### config.mk
export PLATFORM = sky130hd
export DESIGN_NAME = delay_event_timer_table
export DESIGN_NICKNAME = d
export VERILOG_FILES = /design/src/rtl/dett_pkg.sv /design/src/rtl/delay_event_timer_table.sv /design/src/rtl/dett_sub_unit.sv /design/src/rtl/dett_slot_mem.sv /design/src/rtl/dett_seq.sv
export SDC_FILE = /design/constraint.sdc
export NUM_CORES = 1
export LEC_CHECK = 0
export BUFFER_PORTS_ARGS = -buffer_cell sky130_fd_sc_hd__buf_2
export CAP_MARGIN = 20
export CORE_ASPECT_RATIO = 1.5
export CORE_MARGIN = 8
export CORE_UTILIZATION = 65
export DETAILED_ROUTE_END_ITERATION = 8
export MAX_ROUTING_LAYER = met4
export PLACE_DENSITY = 0.83
export SYNTH_ARGS = -nofsm -noshare
export SYNTH_HDL_FRONTEND = slang
export SYNTH_SLANG_ARGS = --single-unit
### constraint.sdc
create_clock -name i_clk -period 17.95 [get_ports i_clk]
set_input_delay 1.795 -clock i_clk [delete_from_list [all_inputs] [get_ports i_clk]]
set_output_delay 1.795 -clock i_clk [all_outputs]
set_load 0.01 [all_outputs]
### src/rtl/dett_pkg.sv
// Shared types, constants and codes of the delay event timer table.
package dett_pkg;

    localparam int unsigned SLOTS_DEF      = 8;
    localparam logic [7:0]  EMPTY_CODE_DEF = 8'h00;
    localparam int unsigned MAX_RESULTS    = 8;
    localparam int unsigned NREP_W         = $clog2(MAX_RESULTS + 1);

    localparam logic CMD_SET     = 1'b0;
    localparam logic CMD_TICK    = 1'b1;
    localparam logic KIND_SET    = 1'b0;
    localparam logic KIND_EXPIRY = 1'b1;
    localparam logic STATUS_OK   = 1'b0;
    localparam logic STATUS_FULL = 1'b1;

    typedef struct packed {
        logic        cmd;
        logic [7:0]  event_code;
        logic [31:0] delay_ms;
        logic        overwrite;
        logic [31:0] now_ms;
    } t_in_item;

    typedef struct packed {
        logic       kind;
        logic       status;
        logic [2:0] slot_index;
        logic [7:0] expired_code;
        logic       last;
    } t_out_item;

    typedef struct packed {
        logic [7:0]  code;
        logic [31:0] remaining;
    } t_slot_word;

    typedef struct packed {
        logic [31:0] diff;
        logic        borrow;
        logic        zero;
    } t_sub_res;

    typedef enum logic [2:0] {
        S_IDLE,
        S_TCHK,
        S_RD,
        S_EVAL,
        S_COMMIT,
        S_FLUSH
    } t_state;

endpackage

### src/rtl/delay_event_timer_table.sv
// Top level of the delay event timer table: slot store, sequencer and output register.
//
// Requests arrive on the input channel (i_in_valid, o_in_stall, i_in). A set
// request arms, re-arms or cancels one event type and always yields exactly
// one result. A tick request carries the current millisecond time; when more
// than 1 ms has passed it counts every armed slot down and, if reporting is
// enabled, yields one expiry report per slot that reached zero, at most eight.
// The final result of a request carries last = 1.
// The slots sit in a memory with one read port, so the sequencer visits one
// slot at a time (read, then evaluate and write back). A set ends with a
// commit after the scan; a tick that comes too soon ends straight after the
// elapsed-time check. One request is in work at a time.
// Results leave through an output register, so a stalled receiver only holds
// the sequencer when a further result is ready; the scan resumes once the
// register drains. The report_expiry register is written through the
// configuration channel, which is always ready. Synchronous reset empties
// every slot, clears the last tick time and turns reporting off.
module delay_event_timer_table
    import dett_pkg::*;
#(
    parameter int unsigned SLOTS      = SLOTS_DEF,
    parameter logic [7:0]  EMPTY_CODE = EMPTY_CODE_DEF
) (
    input  logic      i_clk,
    input  logic      i_rst_n,
    input  logic      i_in_valid,
    output logic      o_in_stall,
    input  t_in_item  i_in,
    output logic      o_out_valid,
    input  logic      i_out_stall,
    output t_out_item o_out,
    input  logic      i_cfg_valid,
    output logic      o_cfg_ready,
    input  logic      i_cfg_data
);

    localparam int unsigned AW = (SLOTS > 1) ? $clog2(SLOTS) : 1;

    logic          r_report;
    logic          r_out_vld;
    t_out_item     r_out;
    logic          w_out_free;
    logic          w_push;
    t_out_item     w_push_item;
    logic          w_rd_en;
    logic [AW-1:0] w_rd_addr;
    t_slot_word    w_rd_data;
    logic          w_wr_en;
    logic [AW-1:0] w_wr_addr;
    t_slot_word    w_wr_data;

    assign o_cfg_ready = 1'b1;

    always_ff @(posedge i_clk) begin
        if (!i_rst_n) begin
            r_report <= 1'b0;
        end else if (i_cfg_valid && o_cfg_ready) begin
            r_report <= i_cfg_data;
        end
    end

    // The output register is free when empty or when its result leaves now.
    assign w_out_free = !r_out_vld || !i_out_stall;

    always_ff @(posedge i_clk) begin
        if (!i_rst_n) begin
            r_out_vld <= 1'b0;
        end else if (w_push) begin
            r_out_vld <= 1'b1;
        end else if (!i_out_stall) begin
            r_out_vld <= 1'b0;
        end
    end

    always_ff @(posedge i_clk) begin
        if (w_push) begin
            r_out <= w_push_item;
        end
    end

    assign o_out_valid = r_out_vld;
    assign o_out       = r_out;

    dett_slot_mem #(
        .SLOTS      (SLOTS),
        .EMPTY_CODE (EMPTY_CODE)
    ) u_mem (
        .i_clk     (i_clk),
        .i_rst_n   (i_rst_n),
        .i_rd_en   (w_rd_en),
        .i_rd_addr (w_rd_addr),
        .o_rd_data (w_rd_data),
        .i_wr_en   (w_wr_en),
        .i_wr_addr (w_wr_addr),
        .i_wr_data (w_wr_data)
    );

    dett_seq #(
        .SLOTS      (SLOTS),
        .EMPTY_CODE (EMPTY_CODE)
    ) u_seq (
        .i_clk       (i_clk),
        .i_rst_n     (i_rst_n),
        .i_in_valid  (i_in_valid),
        .o_in_stall  (o_in_stall),
        .i_in        (i_in),
        .i_report    (r_report),
        .i_out_free  (w_out_free),
        .o_push      (w_push),
        .o_push_item (w_push_item),
        .o_rd_en     (w_rd_en),
        .o_rd_addr   (w_rd_addr),
        .i_rd_data   (w_rd_data),
        .o_wr_en     (w_wr_en),
        .o_wr_addr   (w_wr_addr),
        .o_wr_data   (w_wr_data)
    );

endmodule

### src/rtl/dett_sub_unit.sv
// Shared 32-bit subtractor with borrow and zero flags.
module dett_sub_unit
    import dett_pkg::*;
(
    input  logic [31:0] i_a,
    input  logic [31:0] i_b,
    output t_sub_res    o_res
);

    logic [32:0] w_full;

    assign w_full       = {1'b0, i_a} - {1'b0, i_b};
    assign o_res.diff   = w_full[31:0];
    assign o_res.borrow = w_full[32];
    assign o_res.zero   = (w_full[31:0] == 32'd0);

endmodule

### src/rtl/dett_slot_mem.sv
// Slot store: event type and remaining delay per slot, with per-slot valid bits.
module dett_slot_mem
    import dett_pkg::*;
#(
    parameter int unsigned SLOTS      = SLOTS_DEF,
    parameter logic [7:0]  EMPTY_CODE = EMPTY_CODE_DEF,
    localparam int unsigned AW        = (SLOTS > 1) ? $clog2(SLOTS) : 1
) (
    input  logic          i_clk,
    input  logic          i_rst_n,
    input  logic          i_rd_en,
    input  logic [AW-1:0] i_rd_addr,
    output t_slot_word    o_rd_data,
    input  logic          i_wr_en,
    input  logic [AW-1:0] i_wr_addr,
    input  t_slot_word    i_wr_data
);

    t_slot_word             r_mem [SLOTS];
    logic       [SLOTS-1:0] r_valid;
    t_slot_word             r_rd_data;
    logic                   r_rd_valid;

    always_ff @(posedge i_clk) begin
        if (i_wr_en) begin
            r_mem[i_wr_addr] <= i_wr_data;
        end
        if (i_rd_en) begin
            r_rd_data  <= r_mem[i_rd_addr];
            r_rd_valid <= r_valid[i_rd_addr];
        end
    end

    always_ff @(posedge i_clk) begin
        if (!i_rst_n) begin
            r_valid <= '0;
        end else if (i_wr_en) begin
            r_valid[i_wr_addr] <= 1'b1;
        end
    end

    // A slot never written reads as its reset contents.
    assign o_rd_data = r_rd_valid ? r_rd_data : t_slot_word'{EMPTY_CODE, 32'd0};

endmodule

### src/rtl/dett_seq.sv
// Sequencer that scans the slots one at a time for set and tick requests.
module dett_seq
    import dett_pkg::*;
#(
    parameter int unsigned SLOTS      = SLOTS_DEF,
    parameter logic [7:0]  EMPTY_CODE = EMPTY_CODE_DEF,
    localparam int unsigned AW        = (SLOTS > 1) ? $clog2(SLOTS) : 1
) (
    input  logic          i_clk,
    input  logic          i_rst_n,
    input  logic          i_in_valid,
    output logic          o_in_stall,
    input  t_in_item      i_in,
    input  logic          i_report,
    input  logic          i_out_free,
    output logic          o_push,
    output t_out_item     o_push_item,
    output logic          o_rd_en,
    output logic [AW-1:0] o_rd_addr,
    input  t_slot_word    i_rd_data,
    output logic          o_wr_en,
    output logic [AW-1:0] o_wr_addr,
    output t_slot_word    o_wr_data
);

    t_state            r_state, n_state;
    t_in_item          r_req, n_req;
    logic [AW-1:0]     r_ptr, n_ptr;
    logic [31:0]       r_last_tick, n_last_tick;
    logic [31:0]       r_elapsed, n_elapsed;
    logic              r_match_f, n_match_f;
    logic [AW-1:0]     r_match_idx, n_match_idx;
    logic              r_empty_f, n_empty_f;
    logic [AW-1:0]     r_empty_idx, n_empty_idx;
    logic [NREP_W-1:0] r_nrep, n_nrep;
    logic              r_pend_vld, n_pend_vld;
    t_out_item         r_pend, n_pend;

    logic        w_accept;
    logic        w_scan_end;
    logic        w_go;
    logic        w_report;
    logic        w_rem_nz;
    logic        w_full;
    logic [31:0] w_sub_a;
    logic [31:0] w_sub_b;
    t_sub_res    w_sub;
    logic [AW-1:0] w_target;

    dett_sub_unit u_sub (
        .i_a   (w_sub_a),
        .i_b   (w_sub_b),
        .o_res (w_sub)
    );

    assign w_accept   = i_in_valid && !o_in_stall;
    assign w_scan_end = (r_ptr == AW'(SLOTS - 1));
    assign w_rem_nz   = (i_rd_data.remaining != 32'd0);
    assign w_report   = (r_req.cmd == CMD_TICK) && w_rem_nz &&
                        (w_sub.borrow || w_sub.zero) && i_report &&
                        (r_nrep < NREP_W'(MAX_RESULTS));
    assign w_full     = !r_match_f && !r_empty_f;
    assign w_target   = r_match_f ? r_match_idx : r_empty_idx;

    // The subtractor serves the elapsed-time check and every countdown step.
    always_comb begin
        if (r_state == S_TCHK) begin
            w_sub_a = r_req.now_ms;
            w_sub_b = r_last_tick;
        end else begin
            w_sub_a = i_rd_data.remaining;
            w_sub_b = r_elapsed;
        end
    end

    // Next state.
    always_comb begin
        n_state = r_state;
        case (r_state)
            S_IDLE: begin
                if (w_accept) begin
                    n_state = (i_in.cmd == CMD_TICK) ? S_TCHK : S_RD;
                end
            end
            S_TCHK: begin
                n_state = (w_sub.diff[31:1] == '0) ? S_IDLE : S_RD;
            end
            S_RD: begin
                n_state = S_EVAL;
            end
            S_EVAL: begin
                if (w_go) begin
                    if (w_scan_end) begin
                        n_state = (r_req.cmd == CMD_SET) ? S_COMMIT : S_FLUSH;
                    end else begin
                        n_state = S_RD;
                    end
                end
            end
            S_COMMIT: begin
                n_state = S_FLUSH;
            end
            S_FLUSH: begin
                if (!r_pend_vld || i_out_free) begin
                    n_state = S_IDLE;
                end
            end
            default: begin
                n_state = S_IDLE;
            end
        endcase
    end

    // Outputs toward the slot store and the output register.
    always_comb begin
        o_in_stall  = (r_state != S_IDLE);
        o_rd_en     = 1'b0;
        o_rd_addr   = r_ptr;
        o_wr_en     = 1'b0;
        o_wr_addr   = r_ptr;
        o_wr_data   = t_slot_word'{i_rd_data.code, w_sub.borrow ? 32'd0 : w_sub.diff};
        o_push      = 1'b0;
        o_push_item = r_pend;
        w_go        = 1'b1;
        case (r_state)
            S_RD: begin
                o_rd_en = 1'b1;
            end
            S_EVAL: begin
                if (w_report && r_pend_vld) begin
                    w_go   = i_out_free;
                    o_push = i_out_free;
                end
                o_wr_en = (r_req.cmd == CMD_TICK) && w_rem_nz && w_go;
            end
            S_COMMIT: begin
                o_wr_addr = w_target;
                o_wr_en   = !w_full &&
                            ((r_match_f ? r_req.overwrite : 1'b1) ||
                             (r_req.delay_ms == 32'd0));
                if (r_req.delay_ms == 32'd0) begin
                    o_wr_data = t_slot_word'{EMPTY_CODE, 32'd0};
                end else begin
                    o_wr_data = t_slot_word'{r_req.event_code, r_req.delay_ms};
                end
            end
            S_FLUSH: begin
                o_push           = r_pend_vld && i_out_free;
                o_push_item.last = 1'b1;
            end
            default: begin
                w_go = 1'b1;
            end
        endcase
    end

    // Datapath registers.
    always_comb begin
        n_req       = r_req;
        n_ptr       = r_ptr;
        n_last_tick = r_last_tick;
        n_elapsed   = r_elapsed;
        n_match_f   = r_match_f;
        n_match_idx = r_match_idx;
        n_empty_f   = r_empty_f;
        n_empty_idx = r_empty_idx;
        n_nrep      = r_nrep;
        n_pend_vld  = r_pend_vld;
        n_pend      = r_pend;
        case (r_state)
            S_IDLE: begin
                if (w_accept) begin
                    n_req      = i_in;
                    n_ptr      = '0;
                    n_match_f  = 1'b0;
                    n_empty_f  = 1'b0;
                    n_nrep     = '0;
                    n_pend_vld = 1'b0;
                end
            end
            S_TCHK: begin
                n_elapsed = w_sub.diff;
                if (w_sub.diff[31:1] != '0) begin
                    n_last_tick = r_req.now_ms;
                end
            end
            S_EVAL: begin
                if (r_req.cmd == CMD_SET) begin
                    if (!r_match_f && (i_rd_data.code == r_req.event_code)) begin
                        n_match_f   = 1'b1;
                        n_match_idx = r_ptr;
                    end
                    if (!r_empty_f && (i_rd_data.code == EMPTY_CODE)) begin
                        n_empty_f   = 1'b1;
                        n_empty_idx = r_ptr;
                    end
                end else if (w_report && w_go) begin
                    n_pend_vld = 1'b1;
                    n_pend     = t_out_item'{KIND_EXPIRY, STATUS_OK, 3'(r_ptr),
                                             i_rd_data.code, 1'b0};
                    n_nrep     = r_nrep + NREP_W'(1);
                end
                if (w_go && !w_scan_end) begin
                    n_ptr = r_ptr + AW'(1);
                end
            end
            S_COMMIT: begin
                n_pend_vld = 1'b1;
                n_pend     = t_out_item'{KIND_SET, w_full ? STATUS_FULL : STATUS_OK,
                                         w_full ? 3'd0 : 3'(w_target), 8'd0, 1'b1};
            end
            S_FLUSH: begin
                if (i_out_free) begin
                    n_pend_vld = 1'b0;
                end
            end
            default: begin
                n_pend_vld = r_pend_vld;
            end
        endcase
    end

    always_ff @(posedge i_clk) begin
        if (!i_rst_n) begin
            r_state     <= S_IDLE;
            r_last_tick <= 32'd0;
            r_pend_vld  <= 1'b0;
        end else begin
            r_state     <= n_state;
            r_last_tick <= n_last_tick;
            r_pend_vld  <= n_pend_vld;
        end
    end

    always_ff @(posedge i_clk) begin
        r_req       <= n_req;
        r_ptr       <= n_ptr;
        r_elapsed   <= n_elapsed;
        r_match_f   <= n_match_f;
        r_match_idx <= n_match_idx;
        r_empty_f   <= n_empty_f;
        r_empty_idx <= n_empty_idx;
        r_nrep      <= n_nrep;
        r_pend      <= n_pend;
    end

endmodule

==> flow_summary_export.csv <==
group,metric,value,unit
clock_tree,clk_path_buf_depth,3,
yosys,muxShareOfSynthArea,0.113,
routing,num_vias,14900,
yosys,synth_nets,1692,
die,rows,86,
placed_design,io_buffer_count,95,
global_routing,grt.busiest_layer,"met2",
yosys,synth_area,24000,µm²
sta,hold_viol,0,
clock_tree,cts_sinks,556,
global_routing,grt_pass1_vias,14700,
sta,post-route-min-period,8.23,ns
sta,slew_headroom,0.259,
sta,period_share,0.458,
clock_tree,tritoncts,"built",
yosys,ys_seq_area_frac,0.675,
global_routing,grt.met1_usage,0.327,
sta,fmax,122,MHz
routing,wl_per_cell,27.8,µm
critical_path,setup.worst_path.end_class,"flip-flop",
global_routing,gr-total-overflow,0,
placed_design,placed_cells,2089,
finish,layout.cells.non_filler,2185,
power,ir_drop,0.106,mV
critical_path,crit_type,"flip-flop to flip-flop",
critical_path,crit_arrival,8.54,ns
routing,drt-pass1-iter-count,9,
critical_path,required,18.26,ns
critical_path,start_kind,"flip-flop",
power,power_density,147,nW/µm²
yosys,async_flop_share,0,
yosys,synth_seq_cells,556,
sta,worst_pin_slew,1.11,ns
finish,mostFrequentLayoutCell,"edfxtp_1",
yosys,synthXorXnorAreaFrac,0.00729,
critical_path,crit_chain,"inv_1, nand3b_1, buf_4, inv_4, buf_4, nand2_1, nand2_1, ha_1, inv_1, fa_1, a211oi_1, o211a_1, o21a_1, nand2b_1, o311a_1, nand4bb_1, a2111oi_4, nand4_1, a31oi_2, nor2_4, buf_4",
global_routing,grt_use_met3,0.0325,
routing,post-route-drc-count,0,
yosys,synth_compound_area_frac,0.0916,
routing,ant_nets,0,
placed_design,hpwlAfterDp,40.0,mm
status,status,"complete, no violations",
clock_tree,cts_resized,0,
sta,setup_tns,0,ns
die,core_area,36600,µm²
global_routing,grt.met2_usage,0.500,
job,maxCapViolCount,0,
clock_tree,hold_buffers,0,
sta,rsz0062_at_grt,"no",
yosys,synth-simple-area-share,0.0752,
yosys,synth_fa_ha_area_frac,0.0191,
die,die_area,43500,µm²
placed_design,gp_congestion,0.991,
clock_tree,numCtsBuffers,49,
yosys,synth_top_family_by_area,"multiplexers",
global_routing,grt_max_degree,99,
sta,fin_worst_skew,0.0249,ns
die,boundaryPins,97,
yosys,yosys.cell_types.count,88,
critical_path,critical-path-slowest-cell,"a31oi_2",
clock_tree,clkTransAtPathRegs,0.07,ns
clock_tree,clock_latency,0.59,ns
yosys,synth_edf_count,510,
global_routing,grt_pass1_wl,91.1,mm
die,die_h,252,µm
die,die_x,173,µm
yosys,syn-instance-count,1576,
finish,nets,1777,
yosys,yosysWarningCount,0,
routing,wirelength,60.8,mm
sta,setup_viol,0,
clock_tree,post_cts_buffers,0,
global_routing,grtUsageTotal,0.284,
routing,drt_iter0_drc,1613,
worst_hold_path,hold_class,"flip-flop to flip-flop",
routing,via_per_inst,6.80,
yosys,synthFlopType,"edfxtp_1",
die,initial_core_util,0.657,
critical_path,cp_slowest_stage_delay,1.12,ns
yosys,avgSynthCellArea,15.3,µm²
finish,final_cell_mix,"edfxtp_1 (510), nand2_1 (131), buf_2 (95)",
power,leakage,9.09,nW
global_routing,antenna_found_initial,1,
finish,syn2layout_area_growth,11.0,%
critical_path,path_max_fanout,98,
clock_tree,htreeDepth,2,
critical_path,path_common_cell,"buf_4",
clock_tree,root_buffer,"clkbuf_16",
sta,drv_slew,0,
finish,drive_gt1_frac,0.215,
## cell usage after synthesis, drive strengths merged, types with 21 or more instances
library cell | number | area share
edfxtp | 510 | 0.64
nand2 | 132 | 0.021
o21ai | 97 | 0.020
mux4 | 82 | 0.077
a21oi | 81 | 0.018
nand3 | 63 | 0.013
nor2 | 54 | 0.0084
clkbuf | 52 | 0.0081
dfxtp | 46 | 0.038
mux2 | 42 | 0.020
mux2i | 39 | 0.016
buf | 35 | 0.0072
ha | 35 | 0.018
a22o | 28 | 0.010
nor4 | 28 | 0.0081
a21o | 21 | 0.0066
inv | 21 | 0.0033
## cell families after synthesis
group	Yosys count
flip-flops	556
AND/OR/NAND/NOR	367
AO/OA/AOI/OAI	325
multiplexers	163
buffers and inverters	108
adder cells (fa/ha/maj)	36
XOR/XNOR	20
other	1
## per-layer routing
metal,part of all wire,vias to the layer above
li1,-,6421
met1,0.35,7464
met2,0.53,794
met3,0.067,185
met4,0.047,0
met5,0,-
## sequential cells by signal, indices dropped and copies added (netlist names), 4 cells and up
register           count
u_seq.r_nrep           4
o_out                 14
u_seq.r_last_tick     32
u_seq.o_push_item     13
u_mem.r_mem          320
u_seq.r_elapsed       32
u_mem.r_valid          8
u_mem.r_rd_data       40
u_seq.r_req           74
## power by group
group	internal (mW)	total [mW]	switching (mW)
registers	1.66	1.72	0.0545
clock network	0.605	1.08	0.474
logic	0.363	1.12	0.756
## cell type report
cell class / instances / area [µm²]
timing repair buffer: 121 / 676
clock buffer: 56 / 1280
inverter: 21 / 82.6
clock inverter: 34 / 360
fill: 2193 / 9910
multi-input combinational: 912 / 7430
sequential: 556 / 16200
tap: 484 / 606
antenna: 1 / 2.50
## worst paths after layout
| kind | startpoint | to | slack, ns | cells past startpoint |
|---|---|---|---|---|
| worst max register to register | u_seq.r_state[1] | u_mem.r_mem[7][11] | 9.72 | 21 |
| worst max-delay path | u_seq.r_state[1] | u_mem.r_mem[7][11] | 9.72 | 21 |
| worst min-delay path | u_seq.o_push_item[8] | o_out[8] | 0.42 | 0 |
| worst min register to register | u_seq.o_push_item[8] | o_out[8] | 0.42 | 0 |
## worst max-delay path: cells and delay by family (launching register included)
| family | cells | cell delay, ns |
|---|---|---|
| compound gates | 6 | 2.74 |
| buf+inv | 6 | 2.39 |
| simple gates | 7 | 1.69 |
| fa+ha+maj | 2 | 0.64 |
| flops | 1 | 0.38 |
## stage by stage
| stage | hold slack [ns] | total power [mW] | utilization | setup slack (ns) | cell area, µm² |
|---|---|---|---|---|---|
| floorplan | 0.400 | 2.47 | - | 11.02 | 24000 |
| global placement | 0.405 | 2.79 | 0.683 | 10.15 | 25000 |
| detailed placement | 0.408 | 2.81 | 0.683 | 9.88 | 25000 |
| CTS | 0.423 | 3.89 | 0.728 | 9.75 | 26600 |
| global route | 0.427 | 4.04 | 0.729 | 9.22 | 26700 |
| finish | 0.417 | 3.91 | 0.729 | 9.72 | 26700 |
No activity file was read; power rests on OpenSTA's default activity.
